===== src/hw/rtl/lrupr_pkg.sv =====
// ----------------------------------------------------------------------------
// lrupr_pkg
// Shared types and constants for the lru page replacement block.
// ----------------------------------------------------------------------------
package lrupr_pkg;

    localparam int FRAMES    = 8;
    localparam int PAGE_BITS = 16;
    localparam int SLOT_W    = 3;
    localparam int RANK_W    = 3;
    localparam int NUM_W     = 4;
    localparam int CNT_W     = 32;

    localparam logic [NUM_W-1:0]  FRAMES_RESET = NUM_W'(FRAMES);
    localparam logic [RANK_W-1:0] RANK_MAX     = RANK_W'(FRAMES - 1);
    localparam logic [CNT_W-1:0]  CNT_MAX      = {CNT_W{1'b1}};

    typedef logic [FRAMES-1:0][PAGE_BITS-1:0] t_page_arr;
    typedef logic [FRAMES-1:0][RANK_W-1:0]    t_rank_arr;
    typedef logic [FRAMES-1:0]                t_frame_mask;

    typedef struct packed {
        logic                 hit;
        logic                 fill;
        logic [SLOT_W-1:0]    slot;
        logic                 ev_valid;
        logic [PAGE_BITS-1:0] ev_page;
        t_frame_mask          age;
    } t_lookup;

endpackage


===== src/hw/rtl/lru_page_replacement.sv =====
// ----------------------------------------------------------------------------
// lru_page_replacement
// Eight-frame lru page replacement unit with hit and fault totals.
// ----------------------------------------------------------------------------
// One page reference is taken per clock: busy never rises, so start may be
// held high every cycle. The item is registered at the edge that accepts it,
// the frame compare, lru pick and rank update run in the following cycle,
// and the result is registered at the next edge: it sits on the output ports
// with o_strobe high for one cycle. The receiver cannot stall; results not
// taken in that cycle are gone. The frames_in_use register is always ready.
// ----------------------------------------------------------------------------
module lru_page_replacement
    import lrupr_pkg::*;
(
    input  logic                 i_clk,
    input  logic                 i_rst_n,
    input  logic                 start,
    output logic                 busy,
    input  logic [PAGE_BITS-1:0] i_page_number,
    input  logic                 i_cfg_valid,
    output logic                 o_cfg_ready,
    input  logic [NUM_W-1:0]     i_cfg_data,
    output logic                 o_strobe,
    output logic                 o_hit,
    output logic [SLOT_W-1:0]    o_frame_slot,
    output logic                 o_evicted_valid,
    output logic [PAGE_BITS-1:0] o_evicted_page,
    output logic [CNT_W-1:0]     o_hit_total,
    output logic [CNT_W-1:0]     o_fault_total
);

    logic                 r_in_valid;
    logic [PAGE_BITS-1:0] r_in_page;
    logic [NUM_W-1:0]     r_frames_in_use;
    logic [CNT_W-1:0]     r_hit_cnt;
    logic [CNT_W-1:0]     r_fault_cnt;
    logic                 r_strobe;
    logic                 r_hit;
    logic [SLOT_W-1:0]    r_slot;
    logic                 r_ev_valid;
    logic [PAGE_BITS-1:0] r_ev_page;

    t_page_arr        frame_page;
    t_frame_mask      frame_valid;
    t_rank_arr        rank;
    logic [NUM_W-1:0] fill_count;
    t_lookup          lookup;
    logic             accept;

    assign busy        = 1'b0;
    assign o_cfg_ready = 1'b1;
    assign accept      = start && !busy;

    always_ff @(posedge i_clk) begin
        if (!i_rst_n) begin
            r_in_valid      <= 1'b0;
            r_frames_in_use <= FRAMES_RESET;
            r_hit_cnt       <= '0;
            r_fault_cnt     <= '0;
            r_strobe        <= 1'b0;
        end else begin
            r_in_valid <= accept;
            r_strobe   <= r_in_valid;
            if (i_cfg_valid && o_cfg_ready) begin
                r_frames_in_use <= i_cfg_data;
            end
            if (r_in_valid) begin
                if (lookup.hit && (r_hit_cnt != CNT_MAX)) begin
                    r_hit_cnt <= r_hit_cnt + CNT_W'(1);
                end
                if (!lookup.hit && (r_fault_cnt != CNT_MAX)) begin
                    r_fault_cnt <= r_fault_cnt + CNT_W'(1);
                end
            end
        end
    end

    // payload registers
    always_ff @(posedge i_clk) begin
        if (accept) begin
            r_in_page <= i_page_number;
        end
        if (r_in_valid) begin
            r_hit      <= lookup.hit;
            r_slot     <= lookup.slot;
            r_ev_valid <= lookup.ev_valid;
            r_ev_page  <= lookup.ev_page;
        end
    end

    lrupr_lookup u_lookup (
        .i_page          (r_in_page),
        .i_frames_in_use (r_frames_in_use),
        .i_fill_count    (fill_count),
        .i_frame_page    (frame_page),
        .i_frame_valid   (frame_valid),
        .i_rank          (rank),
        .o_lookup        (lookup)
    );

    lrupr_frames u_frames (
        .i_clk         (i_clk),
        .i_rst_n       (i_rst_n),
        .i_en          (r_in_valid),
        .i_page        (r_in_page),
        .i_lookup      (lookup),
        .o_frame_page  (frame_page),
        .o_frame_valid (frame_valid),
        .o_rank        (rank),
        .o_fill_count  (fill_count)
    );

    assign o_strobe        = r_strobe;
    assign o_hit           = r_hit;
    assign o_frame_slot    = r_slot;
    assign o_evicted_valid = r_ev_valid;
    assign o_evicted_page  = r_ev_page;
    assign o_hit_total     = r_hit_cnt;
    assign o_fault_total   = r_fault_cnt;

endmodule


===== src/hw/rtl/lrupr_lookup.sv =====
// ----------------------------------------------------------------------------
// lrupr_lookup
// Parallel tag compare, lru victim pick and aging decision for one reference.
// ----------------------------------------------------------------------------
module lrupr_lookup
    import lrupr_pkg::*;
(
    input  logic [PAGE_BITS-1:0] i_page,
    input  logic [NUM_W-1:0]     i_frames_in_use,
    input  logic [NUM_W-1:0]     i_fill_count,
    input  t_page_arr            i_frame_page,
    input  t_frame_mask          i_frame_valid,
    input  t_rank_arr            i_rank,
    output t_lookup              o_lookup
);

    logic [NUM_W-1:0]  active_count;
    t_frame_mask       active;
    t_frame_mask       match;
    logic              hit;
    logic [SLOT_W-1:0] hit_slot;
    logic [SLOT_W-1:0] victim;
    logic [RANK_W-1:0] victim_rank;
    logic              fill;
    logic [SLOT_W-1:0] slot;
    logic [NUM_W-1:0]  limit;

    // zero acts as one, oversize clamps to the frame count
    always_comb begin
        if (i_frames_in_use == '0) begin
            active_count = NUM_W'(1);
        end else if (i_frames_in_use > FRAMES_RESET) begin
            active_count = FRAMES_RESET;
        end else begin
            active_count = i_frames_in_use;
        end
    end

    always_comb begin
        for (int i = 0; i < FRAMES; i++) begin
            active[i] = NUM_W'(i) < active_count;
            match[i]  = active[i] && i_frame_valid[i] && (i_frame_page[i] == i_page);
        end
    end

    // lowest matching index wins
    always_comb begin
        hit_slot = '0;
        for (int i = FRAMES - 1; i >= 0; i--) begin
            if (match[i]) begin
                hit_slot = SLOT_W'(i);
            end
        end
    end

    assign hit = |match;

    // oldest rank, ties go to the lowest index
    always_comb begin
        victim      = '0;
        victim_rank = i_rank[0];
        for (int i = 1; i < FRAMES; i++) begin
            if (active[i] && (i_rank[i] > victim_rank)) begin
                victim      = SLOT_W'(i);
                victim_rank = i_rank[i];
            end
        end
    end

    assign fill  = !hit && (i_fill_count < active_count);
    assign slot  = hit ? hit_slot : (fill ? i_fill_count[SLOT_W-1:0] : victim);
    assign limit = hit ? {1'b0, i_rank[hit_slot]} : FRAMES_RESET;

    always_comb begin
        o_lookup.hit      = hit;
        o_lookup.fill     = fill;
        o_lookup.slot     = slot;
        o_lookup.ev_valid = !hit && !fill && i_frame_valid[slot];
        o_lookup.ev_page  = o_lookup.ev_valid ? i_frame_page[slot] : '0;
        for (int i = 0; i < FRAMES; i++) begin
            o_lookup.age[i] = (SLOT_W'(i) != slot) && active[i] && i_frame_valid[i]
                              && ({1'b0, i_rank[i]} < limit) && (i_rank[i] != RANK_MAX);
        end
    end

endmodule


===== src/hw/rtl/lrupr_frames.sv =====
// ----------------------------------------------------------------------------
// lrupr_frames
// Frame table: resident pages, valid flags, recency ranks and fill pointer.
// ----------------------------------------------------------------------------
module lrupr_frames
    import lrupr_pkg::*;
(
    input  logic                 i_clk,
    input  logic                 i_rst_n,
    input  logic                 i_en,
    input  logic [PAGE_BITS-1:0] i_page,
    input  t_lookup              i_lookup,
    output t_page_arr            o_frame_page,
    output t_frame_mask          o_frame_valid,
    output t_rank_arr            o_rank,
    output logic [NUM_W-1:0]     o_fill_count
);

    t_page_arr        r_page;
    t_frame_mask      r_valid;
    t_rank_arr        r_rank;
    logic [NUM_W-1:0] r_fill;

    always_ff @(posedge i_clk) begin
        if (!i_rst_n) begin
            r_valid <= '0;
            r_rank  <= '0;
            r_fill  <= '0;
        end else if (i_en) begin
            for (int i = 0; i < FRAMES; i++) begin
                if (SLOT_W'(i) == i_lookup.slot) begin
                    r_rank[i] <= '0;
                end else if (i_lookup.age[i]) begin
                    r_rank[i] <= r_rank[i] + RANK_W'(1);
                end
            end
            if (!i_lookup.hit) begin
                r_valid[i_lookup.slot] <= 1'b1;
            end
            if (i_lookup.fill) begin
                r_fill <= r_fill + NUM_W'(1);
            end
        end
    end

    // page payload, no reset needed since every read is gated by valid
    always_ff @(posedge i_clk) begin
        if (i_en && !i_lookup.hit) begin
            r_page[i_lookup.slot] <= i_page;
        end
    end

    assign o_frame_page  = r_page;
    assign o_frame_valid = r_valid;
    assign o_rank        = r_rank;
    assign o_fill_count  = r_fill;

endmodule


===== config.mk =====
export PLATFORM = sky130hd
export DESIGN_NAME = lru_page_replacement
export DESIGN_NICKNAME = d
export VERILOG_FILES = /design/src/hw/rtl/lrupr_pkg.sv /design/src/hw/rtl/lru_page_replacement.sv /design/src/hw/rtl/lrupr_lookup.sv /design/src/hw/rtl/lrupr_frames.sv
export SDC_FILE = /design/constraint.sdc
export NUM_CORES = 1
export LEC_CHECK = 0
export BUFFER_PORTS_ARGS = -buffer_cell sky130_fd_sc_hd__buf_2
export CELL_PAD_IN_SITES_DETAIL_PLACEMENT = 1
export CELL_PAD_IN_SITES_GLOBAL_PLACEMENT = 1
export CORE_MARGIN = 10
export CORE_UTILIZATION = 25
export DETAILED_ROUTE_END_ITERATION = 8
export GPL_ROUTABILITY_DRIVEN = 0
export GPL_TIMING_DRIVEN = 0
export PLACE_DENSITY = 0.58
export SYNTH_ARGS = -nofsm -noshare
export SYNTH_HDL_FRONTEND = slang
export SYNTH_SLANG_ARGS = --single-unit

===== constraint.sdc =====
create_clock -name i_clk -period 10.8 [get_ports i_clk]
set_input_delay 1.08 -clock i_clk [delete_from_list [all_inputs] [get_ports i_clk]]
set_output_delay 1.08 -clock i_clk [all_outputs]
set_load 0.05 [all_outputs]

Yosys cells after proc, flatten, opt, wreduce, memory -nomap -nowiden
Index checks and enable logic that the tools add are counted.

cells by class
  order comparisons = 28
  mux-type cells = 53
  reduce and logical (&&, ||, !) cells = 88
  $add $sub $neg = 11
  bitwise operators = 2
  equality and inequality tests = 32

operator list
  kind                     number
  $bwmux W128              1
  $eq A16 B16 Y1           8
  $mux W3                  37
  $add A32 B1 Y32 const B  2
  $ne A32 B32 Y1 const B   2
  $logic_and A1 B1 Y1      62
  $bmux W16 S3             1
  $demux W16 S3            1
  $lt A3 B4 Y1             8
  $mux W16                 2
  $add A3 B1 Y3 const B    8
  $ne A3 B3 Y1 const B     8
  $reduce_and A2 Y1        12
  $gt A3 B3 Y1             7
  $lt A3 B4 Y1 const A     4
  $reduce_bool A2 Y1       8
  $eq A3 B3 Y1 const A     4
  $mux W4                  3
  $ne A3 B3 Y1 const A     4
  $bmux W3 S3              1
  $lt A1 B4 Y1 const A     2
  $lt A2 B4 Y1 const A     2
  $lt A3 B4 Y1 const B     2
  $or A8 B8 Y8             1
  18 further kinds         24

word-level totals
  output and inout bits = 88
  input bits = 24
  word-level logic and storage cells = 242
  bits in registers = 271

Depth between registers and ports, before layout
Gate-level depths: netlist of run 1.

  depth after elaboration = 33
  mapped depth = 59
  depth with buffers taken out = 54

Cells and area by module
From an unflattened synthesis of run 1, not the netlist that was laid out.

unflattened totals
  cell total of the unflattened synthesis = 1,603
  area, all modules = 15,934.0 µm²

by module, submodules not included
  module                seq. area each (µm²)  cells an instance  instances  area each (µm²)
  lrupr_lookup          0.0                   829                1          5,733.0
  lrupr_frames          4,564.4               325                1          5,634.2
  lru_page_replacement  2,512.4               449                1          4,566.9

Least setup slack after synthesis of run 1
OpenSTA, ideal clock, no wires.

  kind = reg-to-reg
  start = register, netlist name u_frames.o_rank[2]
  end = register u_frames.r_page, in the netlist u_frames.o_frame_page[80] (enable)
  library setup time = 0.390 ns
  data arrival time = 11.559 ns
  setup slack = -1.149 ns
  cell stages (with the launch flop) = 53
  required time = 10.410 ns
  buffers on the path = 5
  clock period less this slack = 11.949 ns
  cell sequence = dfxtp_1 -> inv_1 -> ha_1 -> and3_1 -> nor2_1 -> nand2_1 -> o21ai_0 -> ha_1 -> or3b_2 -> nand2_1 -> a21oi_1 -> or2_1 -> a21oi_1 -> or2_2 -> a21oi_1 -> ha_1 -> nor2_1 -> maj3_1 -> [... 17 more ...] -> buf_1 -> mux2_2 -> ha_1 -> inv_1 -> a21o_1 -> a21oi_1 -> a311oi_1 -> mux2_2 -> ha_1 -> a21oi_1 -> o21ai_0 -> nor3_1 -> nor2_4 -> a31oi_4 -> buf_2 -> buf_2 -> nand2_1 -> nor2_1

RTL lines
  what                             line                text
  to (signal, indexed assignment)  lrupr_frames.sv:49  r_page[i_lookup.slot] <= i_page;
  to (decl)                        lrupr_frames.sv:19  t_page_arr r_page;

Worst setup path in the final report of run 1
  start = register u_frames.r_rank, in the netlist u_frames.o_rank[2]
  end = register r_ev_page[12] (netlist: o_evicted_page[12]) (data pin)

between the ends
  cells in the longest elaborated chain, start to end = 26
  elaborated cells on any way between the ends = 34
  classes of those cells = order compare: 7; mux: 19; reduce/logical: 8

RTL lines
  what                               line                        text
  from (decl)                        lrupr_frames.sv:21          t_rank_arr r_rank;
  from (signal, indexed assignment)  lrupr_frames.sv:34          r_rank[i] <= r_rank[i] + RANK_W'(1);
  $gt A3 B3 Y1                       lrupr_lookup.sv:63          if (active[i] && (i_rank[i] > victim_rank)) begin
  $logic_and A1 B1 Y1                lrupr_lookup.sv:63
  $mux W3                            lrupr_lookup.sv:63
  $gt A3 B3 Y1                       lrupr_lookup.sv:63
  $logic_and A1 B1 Y1                lrupr_lookup.sv:63
  $mux W3                            lrupr_lookup.sv:63
  $gt A3 B3 Y1                       lrupr_lookup.sv:63
  $logic_and A1 B1 Y1                lrupr_lookup.sv:63
  [... 9 more ...]                   --
  $mux W3                            lrupr_lookup.sv:63
  $gt A3 B3 Y1                       lrupr_lookup.sv:63
  $logic_and A1 B1 Y1                lrupr_lookup.sv:63
  $mux W3 *                          lrupr_lookup.sv:63
  $mux W3 * (2 in a row)             lrupr_lookup.sv:71          assign slot = hit ? hit_slot : (fill ? i_fill_count[SLOT_W-1:0] : victim);
  $bmux W1 S3                        lrupr_lookup.sv:78          o_lookup.ev_valid = !hit && !fill && i_frame_valid[slot];
  $mux W1 (not written as such)      lrupr_lookup.sv:78
  $logic_and A1 B1 Y1                lrupr_lookup.sv:78
  to (signal assigned)               lru_page_replacement.sv:87  r_ev_page <= lookup.ev_page;
  to (decl)                          lru_page_replacement.sv:41  logic [PAGE_BITS-1:0] r_ev_page;

Mark *: on every way between the ends. The rest lies on a longest branch, timed or not. The select of a mux whose other input is x is not followed.
A chain may end at the register's enable or synchronous reset.

==> flow_summary.toml, run 1 <==
[layout]
nNetsFinal = 1802
final_util = 0.339
fill_cells = 6687
final_common_cell = "edfxtp_1"
layout_common_cells = "edfxtp_1 (165), nand2_1 (141), buf_2 (129), nor2_1 (102), xor2_1 (101)"
syn2layout_area_growth_pct = 33.7
seqCellArea_um2 = 7100
multi_input_area_um2 = 8090
drive_gt1_frac = 0.286

[critical_path]
startpoint_type = "register"
crit_path_max_fanout = 5
r2r_slack_ns = 0.02
criticalPathCategory = "reg2reg"
crit_family = "compound AO/OA/AOI/OAI gates"
cp.required_ns = 11.20
critical_path_buf_inv_count = 12
endpoint_kind = "register"
cp_slowest_stage_delay_ns = 0.41
worstPathArrival_ns = 11.18
critPathSlowestCell = "or3b_4"

[cts]
insertion_delay_ns = 0.59
h-tree-depth = 1
cts_buffer_depth = 3
cts_tree = "done"
cts_inserted_buffers = 31
root_buffer = "clkbuf_16"
clock-sinks = 271
cts.clk_slew.worst_paths_ns = 0.07

[run]
maxCapViolations = 0

[synth]
synth_edf_count = 165
synth_seq_cells = 271
syn_area_um2 = 15000
ys.flop_type = "edfxtp_1"
synth_warnings = 0
seq_area_frac_synth = 0.472
synth_fp_nets = 1548
syn_avg_cell_area_um2 = 10.2
synth_cells = 1473
ys_async_sr_fraction = 0
synth.distinct_cells = 84

[sta]
max_slew_margin = 0.152
max_freq_mhz = 92.7
tightest_slew_ns = 1.26
rsz0062_at_grt = "yes"
hold_viol_final = 0
period_needed_ns = 10.78
setup_slack_ns = 0.0173
setup_viol = 0
period_share = 0.998
fin_worst_skew_ns = 0.0129
maxSlewViolCount = 0

[route]
drc_errors = 0
wire_per_inst_um = 24.2
drt_iter0_markers = 1220
vias_per_cell = 5.27
firstDrtPassIters = 6
dr_total_vias = 13297
wl_mm = 61.2
final_antenna_net_count = 0

[placed_design]
pre_cts_slack_ns = -2.82
dp_hpwl_mm = 42.2
io_buffers = 108

[floorplanning]
io_pins = 112
row_count = 89
dieArea_um2 = 70200
die_y_um = 265
core_area_um2 = 59200
start_util = 0.253
fp.dieW_um = 265

[power_and_ir_drop]
p_leak_nw = 7.43
ir_worst_vdd_uv = 119
p_per_area_nw_per_um2 = 149

[status]
status = "complete, no violations"

[global_routing]
antenna_found_initial = 1
grt_max_degree = 25
grt_usage = 0.164
grt_pass1_wl_mm = 89.1
grt-ovfl-total = 0
grt_pass1_vias = 13694

[hold_path]
worstHoldPathType = "reg2reg"
[worst paths after layout]
kind / endpoint / cells past startpoint / startpoint
min: u_frames.o_frame_valid[1] / 1 / u_frames.o_frame_valid[1]
min reg2reg: u_frames.o_frame_valid[1] / 1 / u_frames.o_frame_valid[1]
max reg2reg: o_evicted_page[12] / 59 / u_frames.o_rank[2]
max: o_evicted_page[12] / 59 / u_frames.o_rank[2]
[Yosys cell counts, drive strengths merged, types with 7 or more instances]
cell type,n,area [um^2]
a311oi,38,333
mux2,7,78.8
buf,48,270
a211oi,54,450
a21o,8,60.1
nor3,28,145
nand3,43,215
and3,21,131
clkbuf,36,135
o21ai,40,204
edfxtp,165,4950
or4,10,78.8
a21oi,36,188
ha,51,638
nand4,24,150
a311o,33,330
mux2i,20,200
o21a,23,173
nor4,21,138
and4,8,70.1
xnor2,80,701
dfxtp,106,2120
a31oi,9,71.3
xor2,101,885
and2,7,43.8
nand2,155,582
o31ai,8,73.8
nor2,122,470
or3,20,125
inv,65,244
[worst register-to-register path, delay by kind of cell, from the launching register on]
kind	cells	cell delay, ns
AOI/OAI and AO/OA	22	3.76
adders and majority gates	8	2.01
buffers and inverters	12	1.49
DFF	1	0.36
muxes	3	0.99
and+or+nand+nor	14	1.99
[sequential cells by signal, indices dropped and copies added (netlist names)]
register	count
o_frame_slot	3
o_hit_total	32
o_hit	1
o_evicted_valid	1
u_frames.o_frame_valid	8
r_frames_in_use	4
o_strobe	1
o_fault_total	32
u_frames.o_fill_count	4
o_evicted_page	16
r_in_valid	1
r_in_page	16
u_frames.o_frame_page	128
u_frames.o_rank	24
[cell families (layout without fill, tap and decap cells)]
kind of cell,after synthesis,in the layout,synth area share
other,2,3,0.000501
XOR/XNOR,181,181,0.106
AND/OR/NAND/NOR,488,488,0.159
AO/OA/AOI/OAI,302,302,0.158
adder cells (fa/ha/maj),52,52,0.0432
buffers and inverters,150,428,0.0435
flip-flops,271,271,0.472
multiplexers,27,27,0.0186
[layout make-up]
| type | count | share of cell area |
|---|---|---|
| antenna | 1 | 0.000125 |
| buffer | 80 | 0.0354 |
| clock buffer | 36 | 0.0412 |
| clock inverter | 21 | 0.0165 |
| inverter | 66 | 0.0138 |
| multi-input combinational | 1052 | 0.403 |
| sequential | 271 | 0.354 |
| tap | 773 | 0.0482 |
| timing repair buffer | 225 | 0.0877 |
[per-stage QoR]
| stage | instances | total power, W | hold slack, ns | setup TNS [ns] | instance area (um^2) |
|---|---|---|---|---|---|
| after CTS | 2502 | 0.00295 | 0.470 | 0 | 19500 |
| after global routing | 2525 | 0.00308 | 0.491 | -18.49 | 20100 |
| after detailed placement | 2354 | 0.00160 | 0.455 | -476.95 | 16600 |
| after floorplan | 1473 | 0.00144 | 0.441 | 0 | 15100 |
| after global placement | 2354 | 0.00160 | 0.449 | -431.60 | 16600 |
| final | 2525 | 0.00299 | 0.467 | 0 | 20100 |
[what timing repair did]
item | CTS | global route
buffers inserted | 92 | 22
hold buffers | 0 | 0
pin swaps | 70 | 72
resized for setup | 196 | 69
gates cloned | 2 | 4
setup endpoints to repair | 180 | 180
[report_power, final]
part	leakage, nW	switching (W)	internal [W]
sequential	2.38	0.0000336	0.00113
combinational	4.50	0.000375	0.000250
clock	0.558	0.000468	0.000741
total	7.43	0.000876	0.00212
[layer usage]
| metal | share of wire | wire length [um] | up-vias | GRT usage |
|---|---|---|---|---|
| met5 | 0 | 0 | - | 0 |
| met4 | 0.039 | 2380 | 0 | 0.0601 |
| met3 | 0.070 | 4260 | 139 | 0.0290 |
| met2 | 0.48 | 29200 | 509 | 0.279 |
| met1 | 0.41 | 25300 | 6689 | 0.205 |
| li1 | - | - | 5960 | - |
(Power assumes the default switching activity.)
==> inputs of run 2 (changes only) <==
--- a/config.mk
+++ b/config.mk
@@ -14,6 +14,7 @@
 export GPL_ROUTABILITY_DRIVEN = 0
 export GPL_TIMING_DRIVEN = 0
 export PLACE_DENSITY = 0.58
+export RECOVER_POWER = 50
 export SYNTH_ARGS = -nofsm -noshare
 export SYNTH_HDL_FRONTEND = slang
 export SYNTH_SLANG_ARGS = --single-unit
==> run 2 against run 1 <==
First-iteration DRC count is 1.4% lower; routed wire length rose by 0.14%; count of clock-buffer cells in the layout unchanged; clock skew decreased by 0.00057 ns; fmax is essentially flat; flip-flop and latch count unchanged; design area shrank 0.43%.
==> flow_summary.toml, run 2 (same netlist as run 1, synthesis figures left out) <==
[status]
status = "complete, no violations"

[critical_path]
cp-startpoint = "u_frames.o_rank[2]"
cp.required_ns = 11.14
endpoint_kind = "register"
r2r_start = "u_frames.o_rank[2]"
cp_slowest_stage_delay_ns = 0.41
critPathSlowestCell = "or3b_4"
crit_path_max_fanout = 6
startpoint_type = "register"
criticalPathCategory = "reg2reg"
worstPathArrival_ns = 11.11

[route]
firstDrtPassIters = 5
vias_per_cell = 5.28
drt_iter0_markers = 1203
final_antenna_net_count = 0
wire_per_inst_um = 24.3
wl_mm = 61.2
drc_errors = 0
dr_total_vias = 13337

[sta]
rsz0062_at_grt = "yes"
fin_worst_skew_ns = 0.0123
period_share = 0.998
max_slew_margin = 0.0495
maxSlewViolCount = 0
setup_viol = 0
max_freq_mhz = 92.8
setup_slack_ns = 0.0220
hold_viol_final = 0
tightest_slew_ns = 1.43
period_needed_ns = 10.78

[floorplanning]
io_pins = 112
fp.dieW_um = 265
row_count = 89
start_util = 0.253
dieArea_um2 = 70200
die_y_um = 265
core_area_um2 = 59200

[run]
maxCapViolations = 0

[power_and_ir_drop]
seqPwrFrac = 0.388
power_frac_comb = 0.208
p_switching_w = 0.000876
power_w = 0.00299
p_leak_nw = 7.17
p_per_area_nw_per_um2 = 150
swShare = 0.293
clock_power_share = 0.403
intPower_w = 0.00212
ir_worst_vdd_uv = 119

[cts]
insertion_delay_ns = 0.59
root_buffer = "clkbuf_16"
cts_buffer_depth = 3
cts_tree = "done"
cts_inserted_buffers = 31
h-tree-depth = 1
ctsHoldBuffers = 0
clock-sinks = 271
cts.clk_slew.worst_paths_ns = 0.07

[global_routing]
grt_max_degree = 25
grt_use_met1 = 0.205
gr-usage-met3 = 0.0290
antenna_found_initial = 1
grt_usage = 0.164
grt-ovfl-total = 0
grt_util_met2 = 0.279
grt_pass1_wl_mm = 89.1
top_usage_layer = "met2"
grt_pass1_vias = 13694

[layout]
drive_gt1_frac = 0.246
final_common_cell = "edfxtp_1"
syn2layout_area_growth_pct = 33.1
largest_register_ffs = 128
layout_common_cells = "edfxtp_1 (165), nand2_1 (141), nor2_1 (102), xor2_1 (101), dfxtp_1 (100)"
nNetsFinal = 1802

[placed_design]
dp_hpwl_mm = 42.2
pre_cts_slack_ns = -2.82
io_buffers = 108

[hold_path]
min-delay-start = "u_frames.o_frame_valid[1]"
worstHoldPathType = "reg2reg"
==> run 2: cell types whose count changed in the layout (fill, tap and decap cells not counted) <==
cell | previous run | this run
clkbuf_1 | 26 | 96
and2_1 | 7 | 6
buf_2 | 129 | 61
and2_0 | 0 | 1
dfxtp_2 | 2 | 1
buf_1 | 4 | 2
dfxtp_1 | 99 | 100
==> run 2: worst paths after layout <==
kind | end | cells after the start | slack [ns]
worst min register to register | u_frames.o_frame_valid[1] | 1 | 0.47
worst max register to register | o_evicted_page[6] | 60 | 0.02
worst max-delay path | o_evicted_page[6] | 60 | 0.02
worst min-delay path | u_frames.o_frame_valid[1] | 1 | 0.47
==> run 2: area by class of cell <==
class | instances | area (um^2)
plain buffers | 80 | 709
clock buffers | 36 | 826
diodes | 1 | 2.50
flip-flops and latches | 271 | 7100
repair buffers | 225 | 1670
fillers | 6712 | 39300
well taps | 773 | 967
inverters | 66 | 278
clock inverters | 21 | 330
multi-input cells | 1052 | 8090
==> run 2: per-layer routing <==
metal  share of wire  routed length [um]  vias up
li1                -                   -     5954
met1            0.42               25500     6731
met2            0.48               29300      517
met3           0.068                4180      135
met4           0.037                2290        0
met5               0                   0        -
==> run 2: per-stage QoR <==
stage                util  TNS, ns  cells  cell area [um^2]  hold WS [ns]
global route        0.337   -18.49   2525             20000         0.491
detailed placement  0.280  -476.95   2354             16600         0.455
CTS                 0.329        0   2502             19500         0.470
global placement    0.280  -431.60   2354             16600         0.449
finish              0.337        0   2525             20000         0.467
floorplan               -        0   1473             15100         0.441
==> run 2: what timing repair did <==
action,in CTS,in global routing
setup endpoints to repair,180,180
gates resized for setup,196,69
pin swaps,70,72
cloned,2,4
setup buffers,92,22
==> run 2: critical path: cells and delay by family (launching register included) <==
kind / cells / cell delay, ns
adders and majority gates: 8 / 1.99
buffers and inverters: 13 / 1.52
DFF: 1 / 0.36
AOI/OAI and AO/OA: 22 / 3.63
and+or+nand+nor: 14 / 1.97
muxes: 3 / 0.99
==> run 2: power groups by stage <==
stage	sequential (W)	combinational (W)	clock (W)
final	0.00116	0.000624	0.00121
after global routing	0.00116	0.000647	0.00127
after CTS	0.00116	0.000553	0.00123
after detailed placement	0.00118	0.000417	0
after global placement	0.00118	0.000414	0
after floorplan	0.00118	0.000252	0
==> inputs of run 3 (changes only) <==
--- a/config.mk
+++ b/config.mk
@@ -13,7 +13,7 @@
 export DETAILED_ROUTE_END_ITERATION = 8
 export GPL_ROUTABILITY_DRIVEN = 0
 export GPL_TIMING_DRIVEN = 0
-export PLACE_DENSITY = 0.58
+export PLACE_DENSITY = 0.47
 export RECOVER_POWER = 50
 export SYNTH_ARGS = -nofsm -noshare
 export SYNTH_HDL_FRONTEND = slang
==> run 3 against run 2 <==
Sequential power about the same; critical path depth decreased by 7; clock skew grew 0.017 ns; design area down 4.7%; global-route usage increased by 0.78 points; flip-flop and latch count unchanged; routed wire length is 0.35% higher; worst hold slack better by 0.0022 ns; clock power about the same; die area stayed put; largest cell class unchanged.
==> flow_summary.toml, run 3 (same netlist as run 1, synthesis figures left out) <==
[sta]
fin_worst_skew_ns = 0.0291
setup_tns_ns = 0
hold_viol_final = 0
max_freq_mhz = 96.8
setup_viol = 0
tightest_slew_ns = 1.49
max_slew_margin = 0.00818
maxSlewViolCount = 0
period_share = 0.956
period_needed_ns = 10.33

[critical_path]
worstPathArrival_ns = 10.59
criticalPathCategory = "reg2reg"
critPathSlowestCell = "a311oi_4"
crit_family = "compound AO/OA/AOI/OAI gates"
critical_path_buf_inv_count = 9
endpoint_kind = "register"
cp.required_ns = 11.06
cp_slowest_stage_delay_ns = 0.40
crit_path_max_fanout = 10
startpoint_type = "register"
crit_path_frequent_cell = "nor2_4"

[power_and_ir_drop]
power_frac_comb = 0.189
seqPwrFrac = 0.403
p_per_area_nw_per_um2 = 152
p_leak_nw = 6.66
swShare = 0.299
ir_worst_vdd_uv = 86.0
power_w = 0.00288
clock_power_share = 0.408
p_switching_w = 0.000863
intPower_w = 0.00202

[global_routing]
grt_max_degree = 25
grt_pass1_vias = 13455
grt_pass1_wl_mm = 90.9
antenna_found_initial = 3
grt-ovfl-total = 0
grt_usage = 0.172

[layout]
syn2layout_area_growth_pct = 26.8
final_common_cell = "edfxtp_1"
nNetsFinal = 1754
drive_gt1_frac = 0.193
largest_register_ffs = 128
diodes = 0
layout_common_cells = "edfxtp_1 (165), nand2_1 (146), clkbuf_1 (116), nor2_1 (103), xor2_1 (101)"
stdcell_area_um2 = 19000

[route]
vias_per_cell = 5.15
drt_iter0_markers = 916
firstDrtPassIters = 6
dr_total_vias = 12760
drc_errors = 0
detail_route.wirelength.met1_mm = 28.7
dr_wl_met3_mm = 3.40
final_antenna_net_count = 0
highest-signal-layer = "met5"
dr_wl_met2_mm = 27.7
wire_per_inst_um = 24.8
wl_mm = 61.5

[cts]
h-tree-depth = 2
cts.clk_slew.worst_paths_ns = 0.06
root_buffer = "clkbuf_16"
insertion_delay_ns = 0.56
ctsHoldBuffers = 0
clock-sinks = 271
cts_tree = "done"
cts_buffer_depth = 3
cts_inserted_buffers = 35

[placed_design]
place_area_um2 = 16600
io_buffers = 108
dp_hpwl_mm = 44.8

[floorplanning]
row_count = 89
start_util = 0.253
fp.dieW_um = 265
core_area_um2 = 59200
die_y_um = 265
dieArea_um2 = 70200
io_pins = 112

[run]
maxCapViolations = 0

[hold_path]
worstHoldPathType = "reg2reg"

[status]
status = "complete, no violations"
==> run 3: timing repair <==
action | 4_1_cts | 5_1_grt
cloned | 1 | 0
buffers inserted | 48 | 14
setup endpoints to repair | 180 | 178
pin swaps | 47 | 43
gates resized for setup | 166 | 31
==> run 3: power groups by stage <==
stage / Sequential [W] / Combinational (W) / Clock, W
floorplan: 0.00118 / 0.000252 / 0
global placement: 0.00118 / 0.000427 / 0
detailed placement: 0.00119 / 0.000428 / 0
CTS: 0.00116 / 0.000526 / 0.00121
global route: 0.00117 / 0.000573 / 0.00125
finish: 0.00116 / 0.000544 / 0.00118
==> run 3: path summary, 6_finish.rpt <==
path | from | end | slack (ns) | depth (start not counted)
max reg2reg | u_frames.o_rank[3] | u_frames.o_frame_page[72] | 0.47 | 53
max | u_frames.o_rank[3] | u_frames.o_frame_page[72] | 0.47 | 53
min | u_frames.o_frame_valid[1] | u_frames.o_frame_valid[1] | 0.47 | 1
min reg2reg | u_frames.o_frame_valid[1] | u_frames.o_frame_valid[1] | 0.47 | 1
==> run 3: worst register-to-register path, delay by kind of cell, from the launching register on <==
kind                       cells  cell delay (ns)
AOI/OAI and AO/OA             16             2.79
muxes                          4             1.39
DFF                            1             0.37
and+or+nand+nor               16             2.20
buffers and inverters          9             1.20
adders and majority gates      8             2.14
==> run 3: through the flow <==
step,setup slack (ns),cells,utilization,hold WS (ns)
3_3_place_gp,-2.91,2354,0.280,0.449
5_1_grt,-0.0333,2479,0.321,0.503
2_1_floorplan,0.0242,1473,-,0.441
4_1_cts,0.0143,2467,0.320,0.468
6_report,0.472,2479,0.321,0.469
3_5_place_dp,-3.06,2354,0.280,0.455
==> run 3: final cells by class <==
cell class / count / area (um^2)
clock buffers: 55 / 1050
multi-input cells: 1052 / 7870
plain buffers: 81 / 559
clock inverters: 9 / 92.6
flip-flops and latches: 271 / 7100
well taps: 773 / 967
fillers: 6693 / 40200
inverters: 66 / 255
repair buffers: 172 / 1130
==> run 3: per-layer routing <==
layer,GRT usage,vias up
li1,-,5859
met1,0.232,6465
met2,0.273,335
met3,0.0341,97
met4,0.0500,4
met5,0,-
